===== src/rtl/assert_macros.svh =====
// assertion macros used by the top-level rtl file
// expects a clock named i_clk and an active-low reset named i_rst_n in scope
`ifndef ASSERT_MACROS_SVH
`define ASSERT_MACROS_SVH

`ifndef NO_ASSERTIONS

`define AST_RUN(label, prop, msg) \
    label: assert property (@(posedge i_clk) disable iff (!i_rst_n) prop) else $error(msg);

`define AST_ALL(label, prop, msg) \
    label: assert property (@(posedge i_clk) prop) else $error(msg);

`else

`define AST_RUN(label, prop, msg)

`define AST_ALL(label, prop, msg)

`endif

`endif


===== src/rtl/rme_pkg.sv =====
// shared types and constants for the modular exponentiation block
// no dependencies
package rme_pkg;

    typedef struct packed {
        logic busy;
        logic done;
    } t_mm_status;

    localparam logic [1:0] REG_MODULUS = 2'd0;
    localparam logic [1:0] REG_ENC_EXP = 2'd1;
    localparam logic [1:0] REG_DEC_EXP = 2'd2;

    localparam logic REQ_DECRYPT = 1'b1;

endpackage


===== src/rtl/rsa_modular_exponentiation.sv =====
// top level: computes value^e or value^d mod n with one shared serial multiplier
// depends on rme_pkg, rme_cfg, rme_modmul and assert_macros.svh
//
// input channel: i_in_valid / o_in_ready carry one word (i_req_type, i_message_value).
// req_type 0 raises the value to the encryption exponent, 1 to the decryption exponent.
// output channel: o_out_valid / i_out_ready carry o_result_value, one word per input.
// configuration: apb port, modulus at 0x0, enc exponent at 0x4, dec exponent at 0x8
// (8-byte spacing when WIDTH is above 32); write only while the block is idle.
// each modular multiply is a load, WIDTH shift-add-reduce steps and a hand-off.
// one word costs a reduction of the value, then for each exponent bit up to the top
// set bit a squaring plus a multiply where the bit is set; the block is ready for a
// new word in the same cycle that the result appears.
// a modulus below two returns 0; a zero exponent returns 1.
// o_in_ready is high only while no word is being worked on; a finished result waits
// in the output register while a new word is taken, and the sequencer holds its next
// result until the receiver takes the previous one.
// reset (synchronous, active low) restores modulus 2 and both exponents 1 and
// drops all pending words.
module rsa_modular_exponentiation #(
    parameter int WIDTH = 32,
    localparam int PDW = (WIDTH > 32) ? 64 : 32,
    localparam int ASH = (WIDTH > 32) ? 3 : 2,
    localparam int AW  = ASH + 2
) (
    input  logic             i_clk,
    input  logic             i_rst_n,
    input  logic             i_in_valid,
    output logic             o_in_ready,
    input  logic             i_req_type,
    input  logic [WIDTH-1:0] i_message_value,
    output logic             o_out_valid,
    input  logic             i_out_ready,
    output logic [WIDTH-1:0] o_result_value,
    input  logic             psel,
    input  logic             penable,
    input  logic             pwrite,
    input  logic [AW-1:0]    paddr,
    input  logic [PDW-1:0]   pwdata,
    output logic [PDW-1:0]   prdata,
    output logic             pready
);
    import rme_pkg::*;

    typedef enum logic [2:0] {
        S_IDLE,
        S_RED,
        S_STEP,
        S_MACC,
        S_MSQ,
        S_DONE
    } t_state;

    t_state           r_state;
    logic [WIDTH-1:0] r_n;
    logic [WIDTH-1:0] r_exp;
    logic [WIDTH-1:0] r_base;
    logic [WIDTH-1:0] r_acc;
    logic             r_mm_start;
    logic [WIDTH-1:0] r_mm_a;
    logic [WIDTH-1:0] r_mm_b;
    logic             r_out_valid;
    logic [WIDTH-1:0] r_result;

    logic [WIDTH-1:0] cfg_modulus;
    logic [WIDTH-1:0] cfg_enc_exp;
    logic [WIDTH-1:0] cfg_dec_exp;
    t_mm_status       mm_status;
    logic [WIDTH-1:0] mm_result;
    logic             in_acc;
    logic             out_free;

    rme_cfg #(
        .WIDTH (WIDTH),
        .PDW   (PDW),
        .ASH   (ASH),
        .AW    (AW)
    ) u_cfg (
        .i_clk     (i_clk),
        .i_rst_n   (i_rst_n),
        .psel      (psel),
        .penable   (penable),
        .pwrite    (pwrite),
        .paddr     (paddr),
        .pwdata    (pwdata),
        .prdata    (prdata),
        .o_modulus (cfg_modulus),
        .o_enc_exp (cfg_enc_exp),
        .o_dec_exp (cfg_dec_exp)
    );

    rme_modmul #(
        .WIDTH (WIDTH)
    ) u_modmul (
        .i_clk    (i_clk),
        .i_rst_n  (i_rst_n),
        .i_start  (r_mm_start),
        .i_a      (r_mm_a),
        .i_b      (r_mm_b),
        .i_n      (r_n),
        .o_status (mm_status),
        .o_result (mm_result)
    );

    assign o_in_ready = (r_state == S_IDLE);
    assign in_acc     = i_in_valid & o_in_ready;
    assign out_free   = !r_out_valid || i_out_ready;

    always_ff @(posedge i_clk) begin
        if (!i_rst_n) begin
            r_state     <= S_IDLE;
            r_mm_start  <= 1'b0;
            r_out_valid <= 1'b0;
        end else begin
            r_mm_start <= 1'b0;
            if (r_out_valid && i_out_ready) begin
                r_out_valid <= 1'b0;
            end
            case (r_state)
                S_IDLE: begin
                    if (in_acc) begin
                        r_n   <= cfg_modulus;
                        r_exp <= (i_req_type == REQ_DECRYPT) ? cfg_dec_exp : cfg_enc_exp;
                        if (cfg_modulus < WIDTH'(2)) begin
                            r_acc   <= '0;
                            r_state <= S_DONE;
                        end else begin
                            r_mm_a     <= WIDTH'(1);
                            r_mm_b     <= i_message_value;
                            r_mm_start <= 1'b1;
                            r_state    <= S_RED;
                        end
                    end
                end
                S_RED: begin
                    if (mm_status.done) begin
                        r_base  <= mm_result;
                        r_acc   <= WIDTH'(1);
                        r_state <= S_STEP;
                    end
                end
                S_STEP: begin
                    if (r_exp == '0) begin
                        r_state <= S_DONE;
                    end else if (r_exp[0]) begin
                        r_mm_a     <= r_acc;
                        r_mm_b     <= r_base;
                        r_mm_start <= 1'b1;
                        r_state    <= S_MACC;
                    end else begin
                        r_mm_a     <= r_base;
                        r_mm_b     <= r_base;
                        r_mm_start <= 1'b1;
                        r_state    <= S_MSQ;
                    end
                end
                S_MACC: begin
                    if (mm_status.done) begin
                        r_acc      <= mm_result;
                        r_mm_a     <= r_base;
                        r_mm_b     <= r_base;
                        r_mm_start <= 1'b1;
                        r_state    <= S_MSQ;
                    end
                end
                S_MSQ: begin
                    if (mm_status.done) begin
                        r_base  <= mm_result;
                        r_exp   <= {1'b0, r_exp[WIDTH-1:1]};
                        r_state <= S_STEP;
                    end
                end
                S_DONE: begin
                    if (out_free) begin
                        r_result    <= r_acc;
                        r_out_valid <= 1'b1;
                        r_state     <= S_IDLE;
                    end
                end
                default: begin
                    r_state <= S_IDLE;
                end
            endcase
        end
    end

    assign o_out_valid    = r_out_valid;
    assign o_result_value = r_result;
    assign pready         = 1'b1;

`include "assert_macros.svh"

    `AST_RUN(a_no_accept_busy, in_acc |-> !mm_status.busy, "word accepted while multiplier busy")
    `AST_RUN(a_done_in_mul, mm_status.done |-> (r_state == S_RED || r_state == S_MACC || r_state == S_MSQ), "multiplier done outside a multiply state")
    `AST_RUN(a_result_below_n, (r_out_valid && r_n >= WIDTH'(2)) |-> (r_result < r_n), "result not reduced below the modulus")
    `AST_ALL(a_reset_clears, !i_rst_n |=> (!o_out_valid && o_in_ready), "reset did not clear the channels")

endmodule


===== src/rtl/rme_cfg.sv =====
// apb register file: modulus and the two exponents
// depends on rme_pkg
module rme_cfg #(
    parameter int WIDTH = 32,
    parameter int PDW   = 32,
    parameter int ASH   = 2,
    parameter int AW    = 4
) (
    input  logic             i_clk,
    input  logic             i_rst_n,
    input  logic             psel,
    input  logic             penable,
    input  logic             pwrite,
    input  logic [AW-1:0]    paddr,
    input  logic [PDW-1:0]   pwdata,
    output logic [PDW-1:0]   prdata,
    output logic [WIDTH-1:0] o_modulus,
    output logic [WIDTH-1:0] o_enc_exp,
    output logic [WIDTH-1:0] o_dec_exp
);
    import rme_pkg::*;

    logic [WIDTH-1:0] r_modulus;
    logic [WIDTH-1:0] r_enc_exp;
    logic [WIDTH-1:0] r_dec_exp;
    logic [1:0]       reg_idx;
    logic [WIDTH-1:0] rd_val;
    logic             wr_en;

    assign reg_idx = paddr[ASH+1:ASH];
    assign wr_en   = psel & penable & pwrite;

    always_ff @(posedge i_clk) begin
        if (!i_rst_n) begin
            r_modulus <= WIDTH'(2);
            r_enc_exp <= WIDTH'(1);
            r_dec_exp <= WIDTH'(1);
        end else if (wr_en) begin
            case (reg_idx)
                REG_MODULUS: r_modulus <= pwdata[WIDTH-1:0];
                REG_ENC_EXP: r_enc_exp <= pwdata[WIDTH-1:0];
                REG_DEC_EXP: r_dec_exp <= pwdata[WIDTH-1:0];
                default: ;
            endcase
        end
    end

    always_comb begin
        case (reg_idx)
            REG_MODULUS: rd_val = r_modulus;
            REG_ENC_EXP: rd_val = r_enc_exp;
            REG_DEC_EXP: rd_val = r_dec_exp;
            default:     rd_val = '0;
        endcase
    end

    assign prdata    = PDW'(rd_val);
    assign o_modulus = r_modulus;
    assign o_enc_exp = r_enc_exp;
    assign o_dec_exp = r_dec_exp;

endmodule


===== src/rtl/rme_modmul.sv =====
// serial modular multiplier: one multiplier bit per cycle, msb first
// depends on rme_pkg; operand a must be below n
module rme_modmul #(
    parameter int WIDTH = 32
) (
    input  logic                 i_clk,
    input  logic                 i_rst_n,
    input  logic                 i_start,
    input  logic [WIDTH-1:0]     i_a,
    input  logic [WIDTH-1:0]     i_b,
    input  logic [WIDTH-1:0]     i_n,
    output rme_pkg::t_mm_status  o_status,
    output logic [WIDTH-1:0]     o_result
);
    import rme_pkg::*;

    localparam int SW = WIDTH + 2;
    localparam int CW = $clog2(WIDTH);

    logic [WIDTH-1:0] r_a;
    logic [WIDTH-1:0] r_b;
    logic [WIDTH-1:0] r_n;
    logic [WIDTH:0]   r_n2;
    logic [WIDTH-1:0] r_acc;
    logic [CW-1:0]    r_cnt;
    logic             r_busy;
    logic             r_done;

    logic [WIDTH-1:0] addend;
    logic [SW-1:0]    s_sum;
    logic [SW:0]      d1;
    logic [SW:0]      d2;
    logic [WIDTH-1:0] n_acc;

    assign addend = r_b[WIDTH-1] ? r_a : '0;
    assign s_sum  = {1'b0, r_acc, 1'b0} + {2'b00, addend};
    assign d1     = {1'b0, s_sum} - {3'b000, r_n};
    assign d2     = {1'b0, s_sum} - {2'b00, r_n2};

    always_comb begin
        if (!d2[SW]) begin
            n_acc = d2[WIDTH-1:0];
        end else if (!d1[SW]) begin
            n_acc = d1[WIDTH-1:0];
        end else begin
            n_acc = s_sum[WIDTH-1:0];
        end
    end

    always_ff @(posedge i_clk) begin
        if (!i_rst_n) begin
            r_busy <= 1'b0;
            r_done <= 1'b0;
            r_cnt  <= '0;
        end else begin
            r_done <= 1'b0;
            if (i_start) begin
                r_busy <= 1'b1;
                r_cnt  <= CW'(WIDTH - 1);
            end else if (r_busy) begin
                r_cnt <= r_cnt - CW'(1);
                if (r_cnt == '0) begin
                    r_busy <= 1'b0;
                    r_done <= 1'b1;
                end
            end
        end
    end

    always_ff @(posedge i_clk) begin
        if (i_start) begin
            r_a   <= i_a;
            r_b   <= i_b;
            r_n   <= i_n;
            r_n2  <= {i_n, 1'b0};
            r_acc <= '0;
        end else if (r_busy) begin
            r_acc <= n_acc;
            r_b   <= {r_b[WIDTH-2:0], 1'b0};
        end
    end

    assign o_status.busy = r_busy;
    assign o_status.done = r_done;
    assign o_result      = r_acc;

endmodule

===== config.mk =====
export PLATFORM = sky130hd
export DESIGN_NAME = rsa_modular_exponentiation
export DESIGN_NICKNAME = d
export VERILOG_FILES = /design/src/rtl/rme_pkg.sv /design/src/rtl/rsa_modular_exponentiation.sv /design/src/rtl/rme_cfg.sv /design/src/rtl/rme_modmul.sv
export VERILOG_INCLUDE_DIRS = /design/src /design/src/rtl
export SDC_FILE = /design/constraint.sdc
export NUM_CORES = 1
export LEC_CHECK = 0
export BUFFER_PORTS_ARGS = -buffer_cell sky130_fd_sc_hd__clkbuf_2
export CAP_MARGIN = 15
export CORE_ASPECT_RATIO = 1.4
export CORE_MARGIN = 2
export CORE_UTILIZATION = 55
export DETAILED_ROUTE_END_ITERATION = 8
export PLACE_DENSITY = 0.76
export SETUP_SLACK_MARGIN = 0.05
export SLEW_MARGIN = 20
export SYNTH_ARGS = -nofsm -noshare
export SYNTH_HDL_FRONTEND = slang
export SYNTH_SLANG_ARGS = --single-unit

===== constraint.sdc =====
create_clock -name i_clk -period 8 [get_ports i_clk]
set_input_delay 0.8 -clock i_clk [delete_from_list [all_inputs] [get_ports i_clk]]
set_output_delay 0.8 -clock i_clk [all_outputs]
set_load 0.01 [all_outputs]

==> flow_summary.yaml, run 1 <==
place:
  routabilityCongestion: 0.911
  post-place-ws_ns: 1.15
  post-dp-hpwl_mm: 39.5
  portBuffers: 139
  dp.cells: 2791
  placed_cell_area_um2: 24700
drt:
  vias_per_cell: 5.82
  wirelength_mm: 55.9
  first_iter_violations: 1413
  firstDrtPassIters: 7
  dr_wl_met3_mm: 2.56
  drcViolationCount: 0
  vias: 16700
  wl_per_cell_um: 19.4
  topRoutingLayerUsed: "met4"
  met2WireLength_mm: 28.6
  wirelength_met1_mm: 23.0
  antenna_left: 0
worst_setup_path:
  crit_chain: "and2_1 > ha_1 > inv_1 > fa_1 > nand2b_1 > a21o_1 > a21boi_1 > o21bai_1 > nand3_1 > a21oi_1 > o21ai_0 > xor2_1 > ha_1 > a21o_1 > a21o_1 > a221o_1 > or3_1 > nor3_2 > o41ai_2 > nor3_2 > nand2_1 > o31ai_1"
  worstPathArrival_ns: 7.33
  path_max_fanout: 32
  cpPeakStageDelay_ns: 0.87
  crit_type: "flip-flop to flip-flop"
  worstPathRequired_ns: 8.46
  end_kind: "flip-flop"
  cpMostUsedCell: "a21o_1"
  rrSetupSlack_ns: 1.13
  cp_slowest_cell: "edfxtp_1"
  crit_path_start_kind: "flip-flop"
logic_synthesis:
  syn_nets: 2358
  synth_compound_area_share_pct: 14.8
  synth_xor_area_share_pct: 3.17
  yosysUniqueCellTypes: 88
  ys_ff_latch: 460
  synth_top_family_by_area: "compound AO/OA/AOI/OAI gates"
  async_reset_ff_share_pct: 0
  ys.flop_type: "edfxtp_1"
  muxShareOfSynthArea_pct: 7.18
  netlist_area_um2: 23400
  ys_seq_area_share_pct: 53.0
  synthAdderAreaFrac_pct: 5.44
  synth_edf_count: 320
  synth_area_per_cell_um2: 10.7
  synth_warnings: 0
  synth_cells: 2182
  yosys.area_share.simple_pct: 13.4
floorplan:
  core_region_area_um2: 42100
  start_util_pct: 55.7
  boundaryPins: 143
  placementRows: 89
  die_height_um: 248
  die_x_um: 178
  die_area_um2: 44300
cells_and_area:
  area.growth.synth_to_final_pct: 11.6
  layout.nets: 2467
  finalInstanceArea_um2: 26100
  final_cells: 2874
  drive_gt1_share_pct: 14.8
power:
  p_sw_share_pct: 38.3
  switchingPower_mw: 3.56
  peakVddDrop_uv: 208
  power.density_nw_per_um2: 356
  combinationalPowerShare_pct: 45.4
  p_int_mw: 5.74
  leakagePower_nw: 10.0
  seqPwrFrac_pct: 32.1
  finalPower_mw: 9.31
  pwr-share-clk_pct: 22.5
sta:
  finalWorstPathRequiredPeriod_ns: 6.87
  fin_ws_ns: 1.13
  finalSetupViolCount: 0
  finClkSkew_ns: 0.0263
  rsz0062_at_grt: "no"
  tightest_slew_ns: 0.987
  slew_headroom_pct: 34.2
  final.period_utilization_pct: 85.9
  maxSlewViolCount: 0
  fmax_ghz: 0.146
  fin_setup_tns_ns: 0
  hold_viol_final: 0
clock_network:
  cts_buffers: 43
  cts_tree: "yes"
  path_clk_slew_ns: 0.06
  clk_path_buf_depth: 3
  clock_sinks: 460
  cts_setup_buffers: 0
  postCtsResizedCells: 0
  hold_buffers: 0
  cts_root_buffer: "clkbuf_16"
  htree_levels: 2
  worstSkewPairLatency_ns: 0.57
grt:
  grt_pass1_wl_mm: 88.4
  grt_usage_pct: 25.2
  grt_max_degree: 112
  grt-ovfl-total: 0
  antenna_found_initial: 1
  grt_pass1_vias: 16700
status:
  status: "completed"
flow_run:
  drv_cap: 0
hold_path:
  hp-class: "flip-flop to flip-flop"
-- cell usage after synthesis (8+ instances only) --
library cell | n | area share, %
a211oi_1 | 10 | 0.32
a21boi_0 | 95 | 3.0
a21o_1 | 34 | 1.1
a21oi_1 | 122 | 2.6
a22oi_1 | 24 | 0.77
a31oi_1 | 11 | 0.29
and2_1 | 69 | 1.8
and3_1 | 15 | 0.40
buf_1 | 9 | 0.14
clkbuf_1 | 85 | 1.4
dfxtp_1 | 140 | 12
edfxtp_1 | 320 | 41
ha_1 | 97 | 5.2
inv_1 | 65 | 1.0
mux2_2 | 64 | 3.1
mux2i_1 | 96 | 4.1
nand2_1 | 377 | 6.0
nand2b_1 | 12 | 0.32
nand3_1 | 23 | 0.49
nand4_1 | 11 | 0.29
nor2_1 | 71 | 1.1
nor2b_1 | 8 | 0.21
nor3_1 | 36 | 0.77
nor4_1 | 21 | 0.56
o21a_1 | 16 | 0.51
o21ai_0 | 100 | 2.1
o21ai_1 | 25 | 0.53
o21bai_1 | 13 | 0.42
xnor2_1 | 56 | 2.1
xor2_1 | 27 | 1.0
-- area by class of cell --
type	instances	area [um^2]
well taps	546	683
multi-input cells	1549	10400
clock inverters	24	273
diodes	2	5.00
clock buffers	56	1180
flip-flops and latches	460	12400
repair buffers	172	956
fillers	3329	16000
inverters	65	244
-- power by group through the flow --
stage                     clock network [mW]  registers [mW]  logic [mW]
after floorplan                            0            2.98        3.29
after global placement                     0            3.03        4.06
after detailed placement                   0            3.03        4.15
after CTS                               2.13            2.99        4.17
after global routing                    2.21            3.02        4.65
final                                   2.10            2.99        4.22
-- per-layer routing --
metal	vias up	global-route usage (%)
met5	-	0
met4	0	9.04
met3	119	2.66
met2	512	45.6
met1	7970	31.1
li1	8134	-
-- critical path: cells and delay by family, from the launching register on --
kind	cells	cell delay, ns
buffers and inverters	1	0.08
AND/OR/NAND/NOR	7	2.16
XOR/XNOR	1	0.38
flip-flops	1	0.87
AO/OA/AOI/OAI	10	2.31
adder cells (fa/ha/maj)	3	0.98
-- cell usage in the layout (no fill, tap or decap), drive strengths merged, types with 8 or more instances in the layout --
master   instances
mux2            64
edfxtp         320
a21boi          98
ha              97
a21o            34
a211oi          12
o21bai          13
a22oi           25
a31oi           12
clkinv          10
a21oi          124
nand2          377
a2111oi          8
nand3           25
o21a            16
nor2b            8
nor3            40
clkbuf         195
and3            15
nor2            72
inv             67
buf             33
mux2i           96
nor4            22
and2            69
nand2b          12
nand4           11
dfxtp          140
o21ai          126
xnor2           57
xor2            27
-- path summary, 6_finish.rpt --
kind                                        from                    end  depth (start not counted)
worst min-delay path                  r_mm_a[26]       u_modmul.r_a[26]                          0
worst min register to register        r_mm_a[26]       u_modmul.r_a[26]                          0
worst max-delay path            u_modmul.r_b[31]  u_modmul.o_result[31]                         22
worst max register to register  u_modmul.r_b[31]  u_modmul.o_result[31]                         22
-- kinds of logic (layout without fill, tap and decap cells) --
| family | count (synthesis) | after routing |
|---|---|---|
| AND/OR/NAND/NOR | 679 | 679 |
| AO/OA/AOI/OAI | 525 | 525 |
| flip-flops | 460 | 460 |
| buffers and inverters | 173 | 317 |
| multiplexers | 160 | 160 |
| adder cells (fa/ha/maj) | 100 | 100 |
| XOR/XNOR | 84 | 84 |
| other | 1 | 3 |
-- stage by stage --
stage	util (%)	hold WS [ns]
after global placement	58.6	0.401
final	62.1	0.414
after global routing	62.1	0.415
after CTS	62.0	0.415
after detailed placement	58.6	0.405
after floorplan	-	0.400
Note: power is estimated with default switching activity, not from simulation.
==> inputs of run 2 (changes only) <==
--- a/config.mk
+++ b/config.mk
@@ -12,7 +12,7 @@
 export CORE_MARGIN = 2
 export CORE_UTILIZATION = 55
 export DETAILED_ROUTE_END_ITERATION = 8
-export PLACE_DENSITY = 0.76
+export PLACE_DENSITY = 0.73
 export SETUP_SLACK_MARGIN = 0.05
 export SLEW_MARGIN = 20
 export SYNTH_ARGS = -nofsm -noshare
==> constraint.sdc (replaced) <==
create_clock -name i_clk -period 8.51 [get_ports i_clk]
set_input_delay 0.851 -clock i_clk [delete_from_list [all_inputs] [get_ports i_clk]]
set_output_delay 0.851 -clock i_clk [all_outputs]
set_load 0.01 [all_outputs]
==> run 2 against run 1 <==
  * First-iteration DRC count decreased by 18%
  * Sequential power decreased by 6%
  * Final area about the same
  * Die area unchanged
  * Critical endpoint is now u_modmul.o_result[0]
  * Largest power group unchanged
  * Critical path depth increased by 1
  * Non-clock buffer count unchanged
  * Setup slack improved by 0.41 ns
  * Worst hold slack got worse by 0.00092 ns
  * Total power decreased by 6.0%
  * Clock power decreased by 5%
  * Sequential share of layout area about the same
  * Critical path type unchanged
==> flow_summary.yaml, run 2 (synthesized netlist as in run 1, its figures left out) <==
worst_setup_path:
  crit_type: "flip-flop to flip-flop"
  path_max_fanout: 32
  worstPathRequired_ns: 8.96
  r2r-end: "u_modmul.o_result[0]"
  crit_path_start_kind: "flip-flop"
  end_kind: "flip-flop"
  rr_startpoint: "u_modmul.r_b[31]"
  r2r_cells: 23
  rrSetupSlack_ns: 1.53
  worstPathArrival_ns: 7.42
flow_run:
  drv_cap: 0
drt:
  antenna_left: 0
  wl_per_cell_um: 19.2
  vias_per_cell: 5.82
  first_iter_violations: 1163
  drcViolationCount: 0
  vias: 16700
  firstDrtPassIters: 5
  wirelength_mm: 55.2
clock_network:
  worstSkewPairLatency_ns: 0.57
  cts_tree: "yes"
  clk_path_buf_depth: 3
  htree_levels: 2
  cts_buffers: 44
  hold_buffers: 0
  clock_sinks: 460
  postCtsResizedCells: 0
  cts_setup_buffers: 0
  path_clk_slew_ns: 0.07
  cts_root_buffer: "clkbuf_16"
hold_path:
  hold_end: "u_modmul.r_n[8]"
  hold_start: "r_n[8]"
  min_path_cells: 0
  hp-class: "flip-flop to flip-flop"
floorplan:
  die_area_um2: 44300
  die_height_um: 248
  placementRows: 89
  boundaryPins: 143
  core_region_area_um2: 42100
  die_x_um: 178
  start_util_pct: 55.7
place:
  portBuffers: 139
  post-dp-hpwl_mm: 39.0
  routabilityCongestion: 0.917
power:
  leakagePower_nw: 10.0
  finalPower_mw: 8.75
  peakVddDrop_uv: 186
  power.density_nw_per_um2: 334
sta:
  rsz0062_at_grt: "no"
  hold_viol_final: 0
  finClkSkew_ns: 0.0218
  slew_headroom_pct: 30.8
  maxSlewViolCount: 0
  finalWorstPathRequiredPeriod_ns: 6.98
  fmax_ghz: 0.143
  final.period_utilization_pct: 82.0
  tightest_slew_ns: 1.04
  fin_setup_tns_ns: 0
  finalSetupViolCount: 0
status:
  status: "completed"
cells_and_area:
  layout.nets: 2468
  final_common_cell: "nand2_1"
  drive_gt1_share_pct: 14.8
  fillers: 3379
  mostFrequentLayoutCells: "nand2_1 (377), edfxtp_1 (320), clkbuf_2 (139), dfxtp_1 (139), a21oi_1 (121)"
  diodes: 0
  area.growth.synth_to_final_pct: 11.6
grt:
  grt-ovfl-total: 0
  grt_pass1_wl_mm: 87.2
  grt_pass1_vias: 16900
  grt_usage_pct: 25.0
  antenna_found_initial: 0
  grt_max_degree: 112
run 2: worst max path at each step:
stage,startpoint,to,slack [ns],cells past startpoint
detailed placement,u_modmul.r_b[31],u_modmul.o_result[0],1.57,23
finish,u_modmul.r_b[31],u_modmul.o_result[0],1.53,23
floorplan,r_state[0],r_mm_a[0],0.22,4
global route,u_modmul.r_b[31],u_modmul.o_result[5],0.87,20
global placement,u_modmul.r_b[31],u_modmul.o_result[0],1.69,23
CTS,u_modmul.r_b[31],u_modmul.o_result[0],1.51,23
run 2: critical path: stages, from the launching register on:
cell and delay [ns]:
edfxtp_1 0.88, and2_1 0.23, ha_1 0.20, inv_1 0.07, fa_1 0.39, nand2b_1 0.18
a21o_1 0.20, a21boi_1 0.23, o21bai_1 0.19, nand3_1 0.20, a21oi_1 0.13, o21ai_0 0.26
xor2_1 0.36, ha_1 0.37, a21o_1 0.23, a21o_1 0.19, a221o_1 0.39, or3_1 0.37
nor3_2 0.15, o41ai_2 0.13, nor3_2 0.61, o21ai_1 0.44, mux2i_1 0.21, a22o_1 0.21
run 2: layout make-up:
class | instances | area, um^2 | area share, %
timing repair buffer | 172 | 956 | 3.65
multi-input combinational | 1549 | 10400 | 39.7
clock buffer | 56 | 1200 | 4.58
clock inverter | 25 | 273 | 1.04
tap | 546 | 683 | 2.61
inverter | 65 | 244 | 0.933
sequential | 460 | 12400 | 47.5
run 2: layer usage:
layer | vias up | wire length, um | global-route usage, % | part of all wire [%]
met3 | 116 | 2790 | 3.28 | 5.1
met4 | 0 | 1910 | 9.49 | 3.5
met2 | 487 | 27900 | 45.1 | 51
li1 | 8156 | - | - | -
met1 | 7972 | 22600 | 30.1 | 41
met5 | - | 0 | 0 | 0
run 2: where the power goes:
part	total, mW	switching, mW	internal, mW
logic	3.94	2.33	1.61
clock network	1.99	0.837	1.15
registers	2.82	0.164	2.65
run 2: stage by stage:
| step | cells | area, um^2 | utilization [%] | hold WS (ns) | setup slack, ns |
|---|---|---|---|---|---|
| final | 2873 | 26200 | 62.1 | 0.413 | 1.53 |
| after global routing | 2873 | 26200 | 62.1 | 0.423 | 0.867 |
| after CTS | 2872 | 26100 | 62.1 | 0.414 | 1.51 |
| after detailed placement | 2791 | 24700 | 58.6 | 0.405 | 1.57 |
| after global placement | 2791 | 24700 | 58.6 | 0.401 | 1.69 |
| after floorplan | 2182 | 23400 | - | 0.400 | 0.223 |
